==> src/hdl/spwq_pkg.sv <==
package spwq_pkg;

    // operation codes
    localparam logic OP_ENQUEUE = 1'b0;
    localparam logic OP_DEQUEUE = 1'b1;

    // status codes
    localparam logic [1:0] ST_OK    = 2'd0;
    localparam logic [1:0] ST_EMPTY = 2'd1;
    localparam logic [1:0] ST_FULL  = 2'd2;

    // input transaction
    typedef struct packed {
        logic       operation;
        logic [3:0] process_id;
        logic [2:0] priority_req;
    } t_in;

    // result transaction
    typedef struct packed {
        logic [3:0] head_id;
        logic [1:0] status;
        logic [4:0] occupancy;
    } t_out;

    // one queue slot
    typedef struct packed {
        logic       valid;
        logic [3:0] id;
        logic [2:0] prio;
    } t_entry;

    // command broadcast to every cell
    typedef struct packed {
        logic       enq;
        logic       deq;
        logic [3:0] id;
        logic [2:0] prio;
    } t_cell_ctl;

endpackage

==> src/hdl/spwq_cell.sv <==
module spwq_cell (
    input  logic               i_clk,
    input  logic               i_rst_n,
    input  spwq_pkg::t_cell_ctl i_ctl,
    input  spwq_pkg::t_entry   i_left,
    input  logic               i_left_stays,
    input  spwq_pkg::t_entry   i_right,
    output spwq_pkg::t_entry   o_entry,
    output logic               o_stays
);
    import spwq_pkg::*;

    logic       r_valid;
    logic [3:0] r_id;
    logic [2:0] r_prio;
    t_entry     n_entry;

    // slot holds its place when it is at least as urgent as the new entry
    assign o_stays = r_valid && (r_prio <= i_ctl.prio);
    assign o_entry = '{valid: r_valid, id: r_id, prio: r_prio};

    // next slot contents: hold, take new entry, shift back, or shift forward
    always_comb begin
        n_entry = o_entry;
        if (i_ctl.enq) begin
            if (o_stays) begin
                n_entry = o_entry;
            end else if (i_left_stays) begin
                n_entry = '{valid: 1'b1, id: i_ctl.id, prio: i_ctl.prio};
            end else begin
                n_entry = i_left;
            end
        end else if (i_ctl.deq) begin
            n_entry = i_right;
        end
    end

    // slot registers, only the valid bit is reset
    always_ff @(posedge i_clk) begin
        if (!i_rst_n) begin
            r_valid <= 1'b0;
        end else begin
            r_valid <= n_entry.valid;
        end
        r_id   <= n_entry.id;
        r_prio <= n_entry.prio;
    end

endmodule

==> src/hdl/stable_priority_wait_queue.sv <==
// stable priority wait queue
// holds up to QUEUE_DEPTH process ids sorted by priority number, 0 most
// urgent; ids of equal priority leave in arrival order.
// input channel: i_in_valid / o_in_ready carry i_in_data with operation
// (enqueue or dequeue), process id and priority.
// output channel: o_out_valid / i_out_ready carry o_out_data with the
// removed head id, a status (ok, empty, full) and the occupancy.
// every input transaction yields exactly one result transaction.
// the result is registered and shows in the cycle after acceptance.
// throughput: one transaction per cycle unless stalled; each slot cell
// decides its next contents from its own compare and its left neighbor's.
// stall: while a result waits and i_out_ready is low, o_in_ready is low
// and the queue holds; with i_out_ready high a new transaction enters in
// the same cycle the previous result leaves.
// reset: synchronous active low; empties the queue and drops any pending
// result. no clearing pass, the block is ready in the first cycle after.
module stable_priority_wait_queue #(
    parameter int QUEUE_DEPTH = 16
) (
    input  logic           i_clk,
    input  logic           i_rst_n,
    input  logic           i_in_valid,
    output logic           o_in_ready,
    input  spwq_pkg::t_in  i_in_data,
    output logic           o_out_valid,
    input  logic           i_out_ready,
    output spwq_pkg::t_out o_out_data
);
    import spwq_pkg::*;

    localparam int CW = $clog2(QUEUE_DEPTH + 1);

    t_entry        cell_q [QUEUE_DEPTH];
    logic          stays  [QUEUE_DEPTH];
    t_cell_ctl     ctl;
    logic          accept;
    logic          full;
    logic          empty;
    logic [CW-1:0] r_count;
    logic [CW-1:0] n_count;
    logic          r_out_valid;
    t_out          r_out;
    t_out          n_out;

    assign o_in_ready  = !r_out_valid || i_out_ready;
    assign accept      = i_in_valid && o_in_ready;
    assign full        = cell_q[QUEUE_DEPTH-1].valid;
    assign empty       = !cell_q[0].valid;
    assign o_out_valid = r_out_valid;
    assign o_out_data  = r_out;

    // command to the cell row
    always_comb begin
        ctl.enq  = accept && (i_in_data.operation == OP_ENQUEUE) && !full;
        ctl.deq  = accept && (i_in_data.operation == OP_DEQUEUE) && !empty;
        ctl.id   = i_in_data.process_id;
        ctl.prio = i_in_data.priority_req;
    end

    // row of slot cells, slot 0 is the head
    for (genvar g = 0; g < QUEUE_DEPTH; g++) begin : g_cell
        t_entry left_e;
        t_entry right_e;
        logic   left_s;
        if (g == 0) begin : g_head
            assign left_e = '0;
            assign left_s = 1'b1;
        end else begin : g_mid
            assign left_e = cell_q[g-1];
            assign left_s = stays[g-1];
        end
        if (g == QUEUE_DEPTH - 1) begin : g_tail
            assign right_e = '0;
        end else begin : g_body
            assign right_e = cell_q[g+1];
        end
        spwq_cell u_cell (
            .i_clk        (i_clk),
            .i_rst_n      (i_rst_n),
            .i_ctl        (ctl),
            .i_left       (left_e),
            .i_left_stays (left_s),
            .i_right      (right_e),
            .o_entry      (cell_q[g]),
            .o_stays      (stays[g])
        );
    end

    // occupancy and result
    always_comb begin
        n_count = r_count;
        if (ctl.enq) begin
            n_count = r_count + 1'b1;
        end else if (ctl.deq) begin
            n_count = r_count - 1'b1;
        end
        n_out.head_id   = ctl.deq ? cell_q[0].id : 4'd0;
        n_out.occupancy = 5'(n_count);
        if (i_in_data.operation == OP_ENQUEUE) begin
            n_out.status = full ? ST_FULL : ST_OK;
        end else begin
            n_out.status = empty ? ST_EMPTY : ST_OK;
        end
    end

    // count and output register
    always_ff @(posedge i_clk) begin
        if (!i_rst_n) begin
            r_count     <= '0;
            r_out_valid <= 1'b0;
        end else begin
            r_count <= n_count;
            if (accept) begin
                r_out_valid <= 1'b1;
            end else if (i_out_ready) begin
                r_out_valid <= 1'b0;
            end
        end
        if (accept) begin
            r_out <= n_out;
        end
    end

endmodule

==> config.mk <==
export PLATFORM = sky130hd
export DESIGN_NAME = stable_priority_wait_queue
export DESIGN_NICKNAME = d
export VERILOG_FILES = /design/src/hdl/spwq_pkg.sv /design/src/hdl/spwq_cell.sv /design/src/hdl/stable_priority_wait_queue.sv
export SDC_FILE = /design/constraint.sdc
export NUM_CORES = 1
export LEC_CHECK = 0
export BUFFER_PORTS_ARGS = -buffer_cell sky130_fd_sc_hd__buf_4
export CAP_MARGIN = 20
export CELL_PAD_IN_SITES_DETAIL_PLACEMENT = 2
export CELL_PAD_IN_SITES_GLOBAL_PLACEMENT = 2
export CORE_MARGIN = 4
export CORE_UTILIZATION = 41
export DETAILED_ROUTE_END_ITERATION = 6
export PLACE_DENSITY = 0.8
export SETUP_SLACK_MARGIN = 0.05
export SLEW_MARGIN = 20
export SYNTH_ARGS = -nofsm -noshare
export SYNTH_HDL_FRONTEND = slang
export SYNTH_SLANG_ARGS = --single-unit
==> constraint.sdc <==
create_clock -name i_clk -period 3.9 [get_ports i_clk]
set_input_delay 0.78 -clock i_clk [delete_from_list [all_inputs] [get_ports i_clk]]
set_output_delay 0.78 -clock i_clk [all_outputs]
set_load 0.1 [all_outputs]
## Word level (Yosys, flattened, before mapping)

Cells that the tools add are included.

- Output and inout bits: 13
- Input bits: 12
- Bits in registers: 145

- $add $sub $neg: 2
- Mux-type cells: 70
- Equality and inequality tests: 16
- $lt $le $gt $ge: 16
- Bitwise gates (word level): 1
- Reduce and logical (&&, ||, !) cells: 42

Operators by type and width:

| kind | count |
|---|---|
| 8-bit 2-to-1 mux | 63 |
| 3-bit <= comparator | 16 |
| 2-bit != test, second input constant | 16 |
| 2-bit AND reduction | 16 |
| 1-bit logical AND | 21 |
| 5-bit 2-to-1 mux | 2 |
| 5-bit by 1-bit adder with 5-bit output, second input constant | 1 |
| 5-bit by 1-bit subtractor with 5-bit output, second input constant | 1 |
| 2-bit 2-to-1 mux | 2 |
| 2-bit nonzero test | 2 |
| 1-bit 2-to-1 mux | 3 |
| 1-bit logical NOT | 2 |
| 1-bit logical OR | 1 |
| 1-bit inverter | 1 |

## Logic depth before layout (Yosys ltp)

Gate-level depths: netlist of run 1.

- Depth in word-level cells: 7
- Gate-level depth with buffers: 8
- Mapped depth without buffers: 6

## By module

Synthesis of run 1 repeated with hierarchy kept, for this count alone.

- Cells, all modules: 899
- Area total of the unflattened synthesis: 8867.3 sq um

By module, submodules not included:

| module | area an instance (sq um) | instances | cells each |
|---|---|---|---|
| spwq_cell (g_cell[0].u_cell ...) | 503.0 | 15 | 52 |
| stable_priority_wait_queue | 803.3 | 1 | 66 |
| spwq_cell (g_cell[9].u_cell) | 519.2 | 1 | 53 |

## Worst setup path before layout of run 1

Ideal clock, no wire load.

- Kind: reg-to-reg
- Start point: register r_out_valid, in the netlist o_out_valid
- End point: register g_cell[9].u_cell.r_id[0] (enable)
- Data arrival time: 3.065 ns
- Setup time: 0.342 ns
- Data required time: 3.558 ns
- Stages on the path, launching flop included: 8
- Period minus slack after synthesis: 3.408 ns
- Setup slack: 0.492 ns
- Path through: dfxtp_1 -> nor2b_1 -> buf_4 -> clkinv_1 -> nand3_2 -> buf_4 -> buf_2 -> o21ai_0

- Longest elaborated chain between the ends: 7
- Elaborated cells on any way between the ends: 10
- Classes of those cells: eq/ne (1); reduce/logical (9)

Ends and longest elaborated chain:

| what | line | text |
|---|---|---|
| from (decl) | stable_priority_wait_queue.sv:41 | `logic r_out_valid;` |
| from (signal assigned) | stable_priority_wait_queue.sv:110 | `r_out_valid <= 1'b0;` |
| from (signal assigned) | stable_priority_wait_queue.sv:114 | `r_out_valid <= 1'b1;` |
| from (signal assigned) | stable_priority_wait_queue.sv:116 | `r_out_valid <= 1'b0;` |
| 1-bit logical NOT (*) | stable_priority_wait_queue.sv:45 | `assign o_in_ready = !r_out_valid \|\| i_out_ready;` |
| 1-bit logical OR (*) | stable_priority_wait_queue.sv:45 |  |
| named net o_in_ready | stable_priority_wait_queue.sv:23 | `output logic o_in_ready,` |
| 1-bit logical AND (*) | stable_priority_wait_queue.sv:46 | `assign accept = i_in_valid && o_in_ready;` |
| 1-bit logical AND (on tied branches) (2 in a row) | stable_priority_wait_queue.sv:54, stable_priority_wait_queue.sv:55 |  |
| 2-bit != test (no line) or 2-bit nonzero test (tied branches) | -- |  |
| 2-bit AND reduction (no line) (*) | -- |  |
| to (signal assigned) | spwq_cell.sv:45 | `r_id <= n_entry.id;` |
| to (decl) | spwq_cell.sv:14 | `logic [3:0] r_id;` |

The timed path passes the listed nets; every way through them passes the cells marked *.
A chain may end at the register's enable or synchronous reset.

## Worst setup path after layout of run 1

- Start point: input port i_in_data[2] in the netlist's numbering
- End point: register g_cell[11].u_cell.r_id[2] (enable)

- Longest elaborated chain between the ends: 4

Ends and longest elaborated chain:

| what | line | text |
|---|---|---|
| from (decl) | stable_priority_wait_queue.sv:24 | `input spwq_pkg::t_in i_in_data,` |
| 3-bit <= comparator | spwq_cell.sv:19 | `assign o_stays = r_valid && (r_prio <= i_ctl.prio);` |
| 1-bit logical AND | spwq_cell.sv:19 |  |
| 2-bit != test (no line) | -- |  |
| 2-bit AND reduction (no line) | -- |  |
| to (signal assigned) | spwq_cell.sv:45 |  |
| to (decl) | spwq_cell.sv:14 |  |

No other way between the ends.

==> results of run 1 <==
[logic make-up after synthesis]
| family | after synthesis | share of synthesized area (%) |
|---|---|---|
| AND/OR/NAND/NOR | 398 | 22.5 |
| AO/OA/AOI/OAI | 194 | 16.8 |
| flip-flops | 145 | 48.4 |
| XOR/XNOR | 3 | 0.308 |
| adder cells (fa/ha/maj) | 47 | 6.89 |
| multiplexers | 2 | 0.234 |
| buffers and inverters | 95 | 4.84 |
[stage by stage]
| stage | hold slack [ns] | setup slack (ns) |
|---|---|---|
| 2_1_floorplan | 0.475 | 0.492 |
| 3_3_place_gp | 0.512 | 0.373 |
| 3_5_place_dp | 0.534 | 0.162 |
| 4_1_cts | 0.546 | 0.543 |
| 5_1_grt | 0.565 | 0.379 |
| 6_report | 0.544 | 0.548 |
[worst max-delay path: stages]
cell	delay (ns)
buf_4	0.12
inv_1	0.61
ha_1	0.37
nand3_1	0.11
o311ai_2	0.24
and2_1	0.35
o21ai_0	0.83
[routing by layer]
layer	wire (um)	part of all wire (%)
met5	0	0
met4	1230	3.7
met3	1770	5.4
met2	15900	49
met1	13800	42
[state kept, by name, indices dropped and copies added (netlist names)]
| signal | flops |
|---|---|
| o_out_data | 11 |
| g_cell.u_cell.r_id | 64 |
| r_count | 5 |
| g_cell.u_cell.r_valid | 16 |
| g_cell.u_cell.r_prio | 48 |
| o_out_valid | 1 |
[synth_stat cells (2+ instances only)]
library cell	number	area share, %
o311ai_2	2	0.38
or2_2	12	0.88
a211oi_1	2	0.18
o22a_1	2	0.21
ha_1	47	6.9
nor2_1	9	0.40
and3_1	3	0.22
nor4_1	2	0.15
clkbuf_2	2	0.12
a22oi_1	2	0.18
o211ai_1	84	7.4
nor3b_1	3	0.26
mux2i_1	2	0.23
and2_1	20	1.5
o221ai_1	16	1.6
buf_2	17	1.0
nand2b_1	2	0.15
o22ai_1	12	0.88
o221a_2	3	0.40
o221ai_2	10	1.8
inv_1	25	1.1
nand2_1	184	8.1
and4_1	5	0.51
clkbuf_1	40	1.8
a21oi_1	20	1.2
o21ai_0	29	1.7
dfxtp_1	22	5.2
a21o_1	3	0.26
xnor2_1	2	0.21
nor2b_1	15	1.1
nand4_1	23	1.7
buf_4	8	0.70
edfxtp_1	123	43
nor3_1	5	0.29
nand3_1	107	6.3
o21ai_1	7	0.41
[final timing paths]
path                                    start                          end  slack, ns
setup reg to reg  g_cell[13].u_cell.r_prio[1]  g_cell[13].u_cell.r_prio[0]       1.02
hold reg to reg                    r_count[3]                   r_count[3]       0.54
setup / recovery                 i_in_data[2]    g_cell[11].u_cell.r_id[2]       0.55
hold / removal                     r_count[3]                   r_count[3]       0.54
[layout make-up]
type                    instances  area (um2)  area share [%]
flip-flops and latches        145        4130            42.9
multi-input cells             644        4010            41.6
repair buffers                 53         435            4.51
clock buffers                  17         425            4.41
well taps                     270         338            3.50
clock inverters                15         198            2.05
inverters                      27         104            1.08
[power breakdown]
group | internal [W] | switching [W]
clock | 0.00103 | 0.000766
sequential | 0.00184 | 0.000120
combinational | 0.000256 | 0.000555
total | 0.00312 | 0.00144
==> summary.md, run 1 <==
| Metric | Value |
|---|---|
| DRC violations left | `0` |
| Total core area | `0.0204 mm2` |
| Postcts setup bufs | `0` |
| F_max | `0.298 GHz` |
| Die area | `0.0232 mm2` |
| Cell Pwr Density | `473 mW/mm2` |
| Final Max Slew Viols | `0` |
| Worst Path Max Fanout | `16` |
| Post-Syn Instances | `884` |
| Final wirelength | `32700 um` |
| M2 GR Usage | `46.8%` |
| Outcome | `finished clean` |
| Period utilization | `86.0%` |
| WHS Path Cells | `2` |
| Top-Level Pins | `25` |
| Final setup viols | `0` |
| Vias | `7572` |
| Gr ovfl total | `0` |
| LEAKAGE | `3.48 nW` |
| Setup TNS | `0 ns` |
| CTS tree | `yes` |
| Port buffer count | `24` |
| Via/cell ratio | `6.47` |
| Max_slew headroom | `27.6%` |
| Final Wtd Congestion | `0.858` |
| Synth Cell Area | `0.00854 mm2` |
| Mean Syn Cell Area | `9.66 um2` |
| Reg2Reg Depth | `5` |
| Grt met3 use | `5.23%` |
| Async SR Flop Fraction | `0%` |
| Main synth FF type | `edfxtp_1` |
| Top Usage Layer GRT | `met2` |
| Tot GR Track Use | `27.9%` |
| Hold Buf Count CTS | `0` |
| Net Count, Synth | `943` |
| Synth cell types | `50` |
| Crit start category | `input port` |
| Clock Path Buffers | `2` |
| Fin util | `47.4%` |
| Worst min path class | `flip-flop to flip-flop` |
| Unrepaired setup endpoints after global routing | `no` |
| DP Area | `0.00902 mm2` |
| DRT iter0 DRCs | `613` |
| CTS Buf Count | `17` |
| Clk slew on worst S/H paths | `0.07 ns` |
| Initial antenna violation count | `0` |
| Clock period minus worst slack | `3.35 ns` |
| Yosys warning count | `0` |
| Final Power | `0.00456 W` |
| Most common cell after layout, fill and taps aside | `nand2_1` |
| Worst slew pin tran | `1.07 ns` |
| CP Class | `input port to flip-flop` |
| Synth Register Bits | `145` |
| Finished Layout Cells | `1171` |
| VDD IR max | `327 uV` |
| Die Wd | `152 um` |
| Cells after DPL | `1139` |
| CP endpoint kind | `flip-flop` |
| Detailed Routing Iterations Pass 1 | `5` |
| Met1 GRT Util | `35.5%` |
| Area grow syn2layout | `13.0%` |
| Share of layout cells above drive strength 1 | `13.4%` |
| Post-synth EDFFs | `123` |
| WL/cell | `27.9 um` |
| Skew final | `0.0106 ns` |
| # H-tree levels | `4` |
| Final std cell area, no fill | `0.00965 mm2` |
| Fillers | `2125` |
| Clk_lat worst skew | `0.45 ns` |
| ANT nets after route | `0` |
| Largest net degree at the start of global routing | `45` |
| First-pass GRT wire length | `49800 um` |
| CTS Sinks | `145` |
| Die Span Y | `152 um` |
| Vias in the first global route | `8203` |
| Maxcap violations | `0` |
| Starting density of the core | `41.9%` |
| Root buffer cell | `clkbuf_16` |
| Rows | `52` |
| Resized cells post-CTS | `0` |
| Final Hold Fails | `0` |
| Register area share after synthesis | `48.4%` |
| Number of nets in the layout | `947` |
| Most frequent cells in the layout | `184 x nand2_1, 123 x edfxtp_1, 107 x nand3_1` |
| Antenna cell count | `0` |
| CP arrival | `3.42 ns` |
| Detailed Place HPWL | `22400 um` |
| Worst EP required | `3.97 ns` |
(Power assumes the default switching activity.)
==> inputs of run 2 (changes only) <==
RECOVER_POWER = 25   (was default)
==> run 2 against run 1 <==
The flow now finishes with violations (capacitance limit). Maximum frequency shrank 3.9%. Global-route usage did not move. First-iteration DRC count shrank 2.4%. Routed wire length rose by 0.15%. Worst hold slack improved by 0.0048 ns. Critical path depth decreased by 1. Utilization fell by 0.50 points. Via count is 0.24% higher. Final cell count is the same. Die area unchanged. Clock skew about the same. Flip-flop and latch count did not move. Critical endpoint is now g_cell[6].u_cell.r_prio[2]. Largest cell class unchanged.
==> summary.md, run 2 (synthesized netlist as in run 1, its figures left out) <==
| Metric | Value |
|---|---|
| Final Max Slew Viols | `0 (unchanged)` |
| Number of nets in the layout | `947 (unchanged)` |
| Worst reg2reg startpoint | `o_out_valid (was g_cell[13].u_cell.r_prio[1])` |
| Clk_lat worst skew | `0.45 ns (about the same)` |
| DRC violations left | `0 (unchanged)` |
| DRT iter0 DRCs | `598 (was 613)` |
| ANT nets after route | `0 (unchanged)` |
| First-pass GRT wire length | `49800 um (unchanged)` |
| Postcts setup bufs | `0 (unchanged)` |
| CP startpoint | `i_in_valid (was i_in_data[2])` |
| Cell Pwr Density | `477 mW/mm2 (was 473 mW/mm2)` |
| Hold Buf Count CTS | `0 (unchanged)` |
| Top-Level Pins | `25 (unchanged)` |
| Tot GR Track Use | `27.9% (unchanged)` |
| DP Area | `0.00902 mm2 (unchanged)` |
| Final Hold Fails | `0 (unchanged)` |
| WL/cell | `28.0 um (was 27.9 um)` |
| WHS | `0.549 ns (was 0.544 ns)` |
| WHS Path Cells | `2 (unchanged)` |
| Final Wtd Congestion | `0.858 (unchanged)` |
| Crit start category | `input port (unchanged)` |
| CTS tree | `yes (unchanged)` |
| Most frequent cells in the layout | `184 x nand2_1, 123 x edfxtp_1, 107 x nand3_1 (unchanged)` |
| Die area | `0.0232 mm2 (unchanged)` |
| Final setup viols | `0 (unchanged)` |
| Rows | `52 (unchanged)` |
| Hold path startpoint | `r_count[3] (unchanged)` |
| Detailed Routing Iterations Pass 1 | `5 (unchanged)` |
| Crit-path max cell delay | `1.21 ns (was 0.83 ns)` |
| Area grow syn2layout | `11.8% (was 13.0%)` |
| Worst slew pin tran | `1.48 ns (was 1.07 ns)` |
| Crit path cell chain | `clkbuf_1 > inv_4 > nor3_2 > buf_4 > nand2_1 > o211ai_1 (was buf_4 > inv_1 > ha_1 > nand3_1 > o311ai_2 > and2_1 > o21ai_0)` |
| Vias | `7590 (was 7572)` |
| Resized cells post-CTS | `0 (unchanged)` |
| Outcome | `finished, violations left (was finished clean)` |
| Setup TNS | `0 ns (unchanged)` |
| Slowest library cell on the worst path | `nor3_2 (was o21ai_0)` |
| # H-tree levels | `4 (unchanged)` |
| LEAKAGE | `3.40 nW (was 3.48 nW)` |
| CP endpoint kind | `flip-flop (unchanged)` |
| Total core area | `0.0204 mm2 (unchanged)` |
| Max_slew headroom | `0.503% (was 27.6%)` |
| Detailed Place HPWL | `22400 um (unchanged)` |
| CP arrival | `3.76 ns (was 3.42 ns)` |
| Die Wd | `152 um (unchanged)` |
| CTS Sinks | `145 (unchanged)` |
| Hold Path End | `r_count[3] (unchanged)` |
| R2r setup slk | `0.71 ns (was 1.02 ns)` |
| Root buffer cell | `clkbuf_16 (unchanged)` |
| Final Power | `0.00455 W (was 0.00456 W)` |
| F_max | `0.287 GHz (was 0.298 GHz)` |
| Worst min path class | `flip-flop to flip-flop (unchanged)` |
| Vias in the first global route | `8203 (unchanged)` |
| CP delay by family, top | `simple AND/OR/NAND/NOR gates (was compound AO/OA/AOI/OAI gates)` |
| Gr ovfl total | `0 (unchanged)` |
| Worst Path Max Fanout | `44 (was 16)` |
| Share of layout cells above drive strength 1 | `11.1% (was 13.4%)` |
| Buf+Inv Stages, Crit Path | `3 (was 2)` |
| Port buffer count | `24 (unchanged)` |
| Final std cell area, no fill | `0.00954 mm2 (was 0.00965 mm2)` |
| Period utilization | `89.5% (was 86.0%)` |
| Maxcap violations | `1 (was 0)` |
| Largest register FFs | `64 (unchanged)` |
| Final wirelength | `32700 um (about the same)` |
| Reg2Reg Depth | `6 (was 5)` |
| FF-to-FF End | `g_cell[6].u_cell.r_prio[2] (was g_cell[13].u_cell.r_prio[0])` |
| CP Class | `input port to flip-flop (unchanged)` |
| Largest reg by FF count | `g_cell.u_cell.r_id (unchanged)` |
| VDD IR max | `327 uV (about the same)` |
| Die Span Y | `152 um (unchanged)` |
| Starting density of the core | `41.9% (unchanged)` |
| Unrepaired setup endpoints after global routing | `no (unchanged)` |
| Most common cell after layout, fill and taps aside | `nand2_1 (unchanged)` |
| Antenna cell count | `0 (unchanged)` |
| Worst EP required | `4.17 ns (was 3.97 ns)` |
| Finished Layout Cells | `1171 (unchanged)` |
| Failing checks | `capacitance limit` |
| Via/cell ratio | `6.48 (was 6.47)` |
| Initial antenna violation count | `0 (unchanged)` |
| Cells after DPL | `1139 (unchanged)` |
| Skew final | `0.0103 ns (was 0.0106 ns)` |
| Biggest regs | `g_cell.u_cell.r_id: 64 flops, g_cell.u_cell.r_prio: 48 flops, g_cell.u_cell.r_valid: 16 flops (unchanged)` |
| Largest net degree at the start of global routing | `45 (unchanged)` |
| Clock Path Buffers | `2 (unchanged)` |
| CTS Buf Count | `17 (unchanged)` |
| Clock period minus worst slack | `3.49 ns (was 3.35 ns)` |
| Clk slew on worst S/H paths | `0.07 ns (about the same)` |
-- run 2: cell types whose count changed in the layout (fill, tap and decap cells not counted), moves of 5 or more --
cell / change
clkbuf_1: +18
and2_0: +5
buf_4: -20
and2_1: -5
-- run 2: where the power goes --
| group | switching [W] | leakage, nW | internal, W | total, W |
|---|---|---|---|---|
| clock network | 0.000767 | 0.305 | 0.00103 | 0.00180 |
| registers | 0.000119 | 1.35 | 0.00184 | 0.00196 |
| logic | 0.000552 | 1.75 | 0.000244 | 0.000796 |
| total | 0.00144 | 3.40 | 0.00311 | 0.00455 |
-- run 2: worst max path at each step --
stage	cells after the start	slack, ns	to
floorplan	7	0.49	g_cell[9].u_cell.r_id[0]
CTS	7	0.54	g_cell[13].u_cell.r_prio[2]
finish	6	0.41	g_cell[6].u_cell.r_prio[2]
global route	6	0.28	g_cell[6].u_cell.r_prio[2]
global placement	7	0.37	g_cell[13].u_cell.r_id[1]
detailed placement	7	0.16	g_cell[11].u_cell.r_id[2]
-- run 2: per-layer routing --
layer  vias up  track usage (%)  wire, um
met3        81             5.23      1950
met1      3888             35.5     13700
met4         0             11.9      1200
li1       3321                -         -
met5         -                0         0
met2       300             46.8     15900
-- run 2: metrics by stage --
step / setup WS (ns) / utilization, %
after floorplan: 0.492 / -
after global placement: 0.373 / 44.3
after detailed placement: 0.162 / 44.3
after CTS: 0.543 / 47.4
after global routing: 0.279 / 46.9
final: 0.411 / 46.9
-- run 2: worst reg2reg max path, cell delays in order, from the launching register on --
cell	delay (ns)
dfxtp_1	0.31
nor2b_1	0.12
clkbuf_1	0.29
nor3_2	1.25
buf_4	0.62
nand2_1	0.18
o211ai_1	0.24
-- run 2: cell type report --
| type | count | area, um2 |
|---|---|---|
| multi-input cells | 644 | 3980 |
| repair buffers | 53 | 365 |
| inverters | 27 | 104 |
| fillers | 2144 | 10800 |
| clock buffers | 17 | 425 |
| flip-flops and latches | 145 | 4130 |
| well taps | 270 | 338 |
| clock inverters | 15 | 198 |
==> inputs of run 3 (changes only) <==
CORE_UTILIZATION = 39   (was 41)
PLACE_DENSITY = 0.77   (was 0.8)
==> run 3 against run 2 <==
The flow finishes with violations (capacitance limit, slew limit). Combinational power down 2.6%. Via count down 3.0%. Maximum frequency up 5.7%. Sequential share of layout area up 0.063 points. Worst setup slack better by 0.19 ns. Sequential power about the same. Count of clock-buffer cells in the layout up 4. Critical path depth up 1. Routed wire length down 2.6%. Cell area down 0.14%. Clock power up 5%. Final cell count down 0.26%. Largest cell class unchanged.
==> summary.md, run 3 (synthesized netlist as in run 1, its figures left out) <==
| Metric | Value |
|---|---|
| Outcome | `finished, violations left (unchanged)` |
| Failing checks | `capacitance limit, slew limit (was capacitance limit)` |
| Vias | `7361 (was 7590)` |
| Antenna cell count | `0 (unchanged)` |
| Max_slew headroom | `-18.6% (was 0.503%)` |
| Worst slew pin tran | `1.76 ns (was 1.48 ns)` |
| Initial antenna violation count | `1 (was 0)` |
| Die area | `0.0243 mm2 (was 0.0232 mm2)` |
| Clk slew on worst S/H paths | `0.06 ns (was 0.07 ns)` |
| Largest register FFs | `64 (unchanged)` |
| Buf+Inv Stages, Crit Path | `4 (was 3)` |
| Share of layout cells above drive strength 1 | `10.1% (was 11.1%)` |
| Biggest regs | `g_cell.u_cell.r_id: 64 flops, g_cell.u_cell.r_prio: 48 flops, g_cell.u_cell.r_valid: 16 flops (unchanged)` |
| CTS tree | `yes (unchanged)` |
| Largest reg by FF count | `g_cell.u_cell.r_id (unchanged)` |
| Setup TNS | `0 ns (unchanged)` |
| Clock Path Buffers | `2 (unchanged)` |
| Port buffer count | `24 (unchanged)` |
| DRC violations left | `0 (unchanged)` |
| Final Hold Fails | `0 (unchanged)` |
| Cells after DPL | `1135 (was 1139)` |
| CP arrival | `3.33 ns (was 3.76 ns)` |
| Starting density of the core | `40.1% (was 41.9%)` |
| Final setup viols | `0 (unchanged)` |
| Cell Pwr Density | `485 mW/mm2 (was 477 mW/mm2)` |
| Maxcap violations | `1 (unchanged)` |
| Slowest library cell on the worst path | `clkbuf_1 (was nor3_2)` |
| Worst EP required | `3.93 ns (was 4.17 ns)` |
| Crit path capture | `g_cell[11].u_cell.r_id[0] (was g_cell[6].u_cell.r_prio[2])` |
| Reg2Reg Depth | `6 (unchanged)` |
| Clk_lat worst skew | `0.43 ns (was 0.45 ns)` |
| Most frequent cells in the layout | `184 x nand2_1, 123 x edfxtp_1, 108 x nand3_1 (was 184 x nand2_1, 123 x edfxtp_1, 107 x nand3_1)` |
| Hold Buf Count CTS | `0 (unchanged)` |
| Total core area | `0.0213 mm2 (was 0.0204 mm2)` |
| Detailed Place HPWL | `22300 um (was 22400 um)` |
| Root buffer cell | `clkbuf_16 (unchanged)` |
| Die Span Y | `156 um (was 152 um)` |
| Rows | `53 (was 52)` |
| CTS Buf Count | `17 (unchanged)` |
| Clock period minus worst slack | `3.30 ns (was 3.49 ns)` |
| Via/cell ratio | `6.30 (was 6.48)` |
| Detailed Routing Iterations Pass 1 | `5 (unchanged)` |
| Crit path cell chain | `clkbuf_4 > nor2b_1 > clkbuf_1 > clkinv_1 > nand3_1 > buf_12 > o21ai_0 (was clkbuf_1 > inv_4 > nor3_2 > buf_4 > nand2_1 > o211ai_1)` |
| Final wirelength | `31900 um (was 32700 um)` |
| CTS Sinks | `145 (unchanged)` |
| Vias in the first global route | `8066 (was 8203)` |
| Final Wtd Congestion | `0.858 (about the same)` |
| Most common cell after layout, fill and taps aside | `nand2_1 (unchanged)` |
| ANT nets after route | `0 (unchanged)` |
| Tot GR Track Use | `26.4% (was 27.9%)` |
| Resized cells post-CTS | `0 (unchanged)` |
| WP depth | `7 (was 6)` |
| Period utilization | `84.6% (was 89.5%)` |
| Final Max Slew Viols | `13 (was 0)` |
| Worst Path Max Fanout | `123 (was 44)` |
| Postcts setup bufs | `0 (unchanged)` |
| Unrepaired setup endpoints after global routing | `no (unchanged)` |
| FF-to-FF End | `g_cell[3].u_cell.r_valid (was g_cell[6].u_cell.r_prio[2])` |
| # H-tree levels | `4 (unchanged)` |
| Crit start category | `input port (unchanged)` |
| Top-Level Pins | `25 (unchanged)` |
| Skew final | `0.0113 ns (was 0.0103 ns)` |
| Hold path startpoint | `r_count[3] (unchanged)` |
| CP endpoint kind | `flip-flop (unchanged)` |
| WL/cell | `27.3 um (was 28.0 um)` |
| Largest net degree at the start of global routing | `124 (was 45)` |
| Die Wd | `156 um (was 152 um)` |
| Area grow syn2layout | `11.6% (was 11.8%)` |
| LEAKAGE | `3.39 nW (was 3.40 nW)` |
| Crit-path max cell delay | `0.55 ns (was 1.21 ns)` |
| R2r setup slk | `0.66 ns (was 0.71 ns)` |
| F_max | `0.303 GHz (was 0.287 GHz)` |
| Finished Layout Cells | `1168 (was 1171)` |
| Gr ovfl total | `0 (unchanged)` |
| VDD IR max | `314 uV (was 327 uV)` |
| Worst min path class | `flip-flop to flip-flop (unchanged)` |
| CP Class | `input port to flip-flop (unchanged)` |
| First-pass GRT wire length | `48700 um (was 49800 um)` |
| CP startpoint | `i_out_ready (was i_in_valid)` |
| CP delay by family, top | `buffers and inverters (was simple AND/OR/NAND/NOR gates)` |
| Worst reg2reg startpoint | `o_out_valid (unchanged)` |
| Number of nets in the layout | `939 (was 947)` |
| DRT iter0 DRCs | `603 (was 598)` |
run 3: cell types whose count changed in the layout (fill, tap and decap cells not counted), moves of 2 or more:
cell | previous run | this run
clkinv_4 | 3 | 1
buf_4 | 30 | 24
inv_8 | 3 | 0
bufinv_16 | 3 | 6
o21ai_0 | 28 | 26
inv_6 | 4 | 0
o21ai_1 | 8 | 10
run 3: through the flow:
step	setup slack, ns	total power, W	utilization [%]	instance area, um2	hold slack [ns]
floorplan	0.492	0.00247	-	8540	0.475
global placement	0.458	0.00269	42.1	8960	0.514
detailed placement	0.263	0.00276	42.1	8960	0.547
CTS	0.607	0.00465	45.2	9630	0.554
global route	0.462	0.00480	44.8	9530	0.571
finish	0.600	0.00462	44.8	9530	0.541
run 3: final cells by class:
cell class | count | area [um2]
multi-input combinational | 644 | 3970
timing repair buffer | 45 | 313
inverter | 27 | 104
tap | 275 | 344
clock inverter | 11 | 213
clock buffer | 21 | 450
sequential | 145 | 4130
fill | 2261 | 11800
run 3: how the worst min path moves through the flow:
stage / end / cells past startpoint / slack (ns)
floorplan: r_count[3] / 2 / 0.48
global placement: r_count[3] / 2 / 0.51
detailed placement: r_count[3] / 2 / 0.55
CTS: r_count[3] / 2 / 0.55
global route: g_cell[14].u_cell.r_id[0] / 2 / 0.57
finish: r_count[3] / 2 / 0.54
run 3: routing by layer:
| metal | GRT usage (%) | part of all wire (%) | vias to the layer above | wire, um |
|---|---|---|---|---|
| met5 | 0 | 0 | - | 0 |
| met4 | 8.59 | 2.2 | 0 | 697 |
| met3 | 4.72 | 5.0 | 46 | 1590 |
| met2 | 46.1 | 50 | 213 | 16000 |
| met1 | 33.2 | 43 | 3798 | 13600 |
| li1 | - | - | 3304 | - |
run 3: worst register-to-register path, delay by kind of cell, from the launching register on:
family / cells / cell delay [ns]
simple gates: 2 / 1.63
buf+inv: 2 / 0.89
compound gates: 2 / 0.34
flops: 1 / 0.31
run 3: power by group:
| group | leakage (nW) | switching, W | internal (W) |
|---|---|---|---|
| sequential | 1.35 | 0.000122 | 0.00184 |
| combinational | 1.72 | 0.000542 | 0.000233 |
| clock | 0.315 | 0.000671 | 0.00122 |
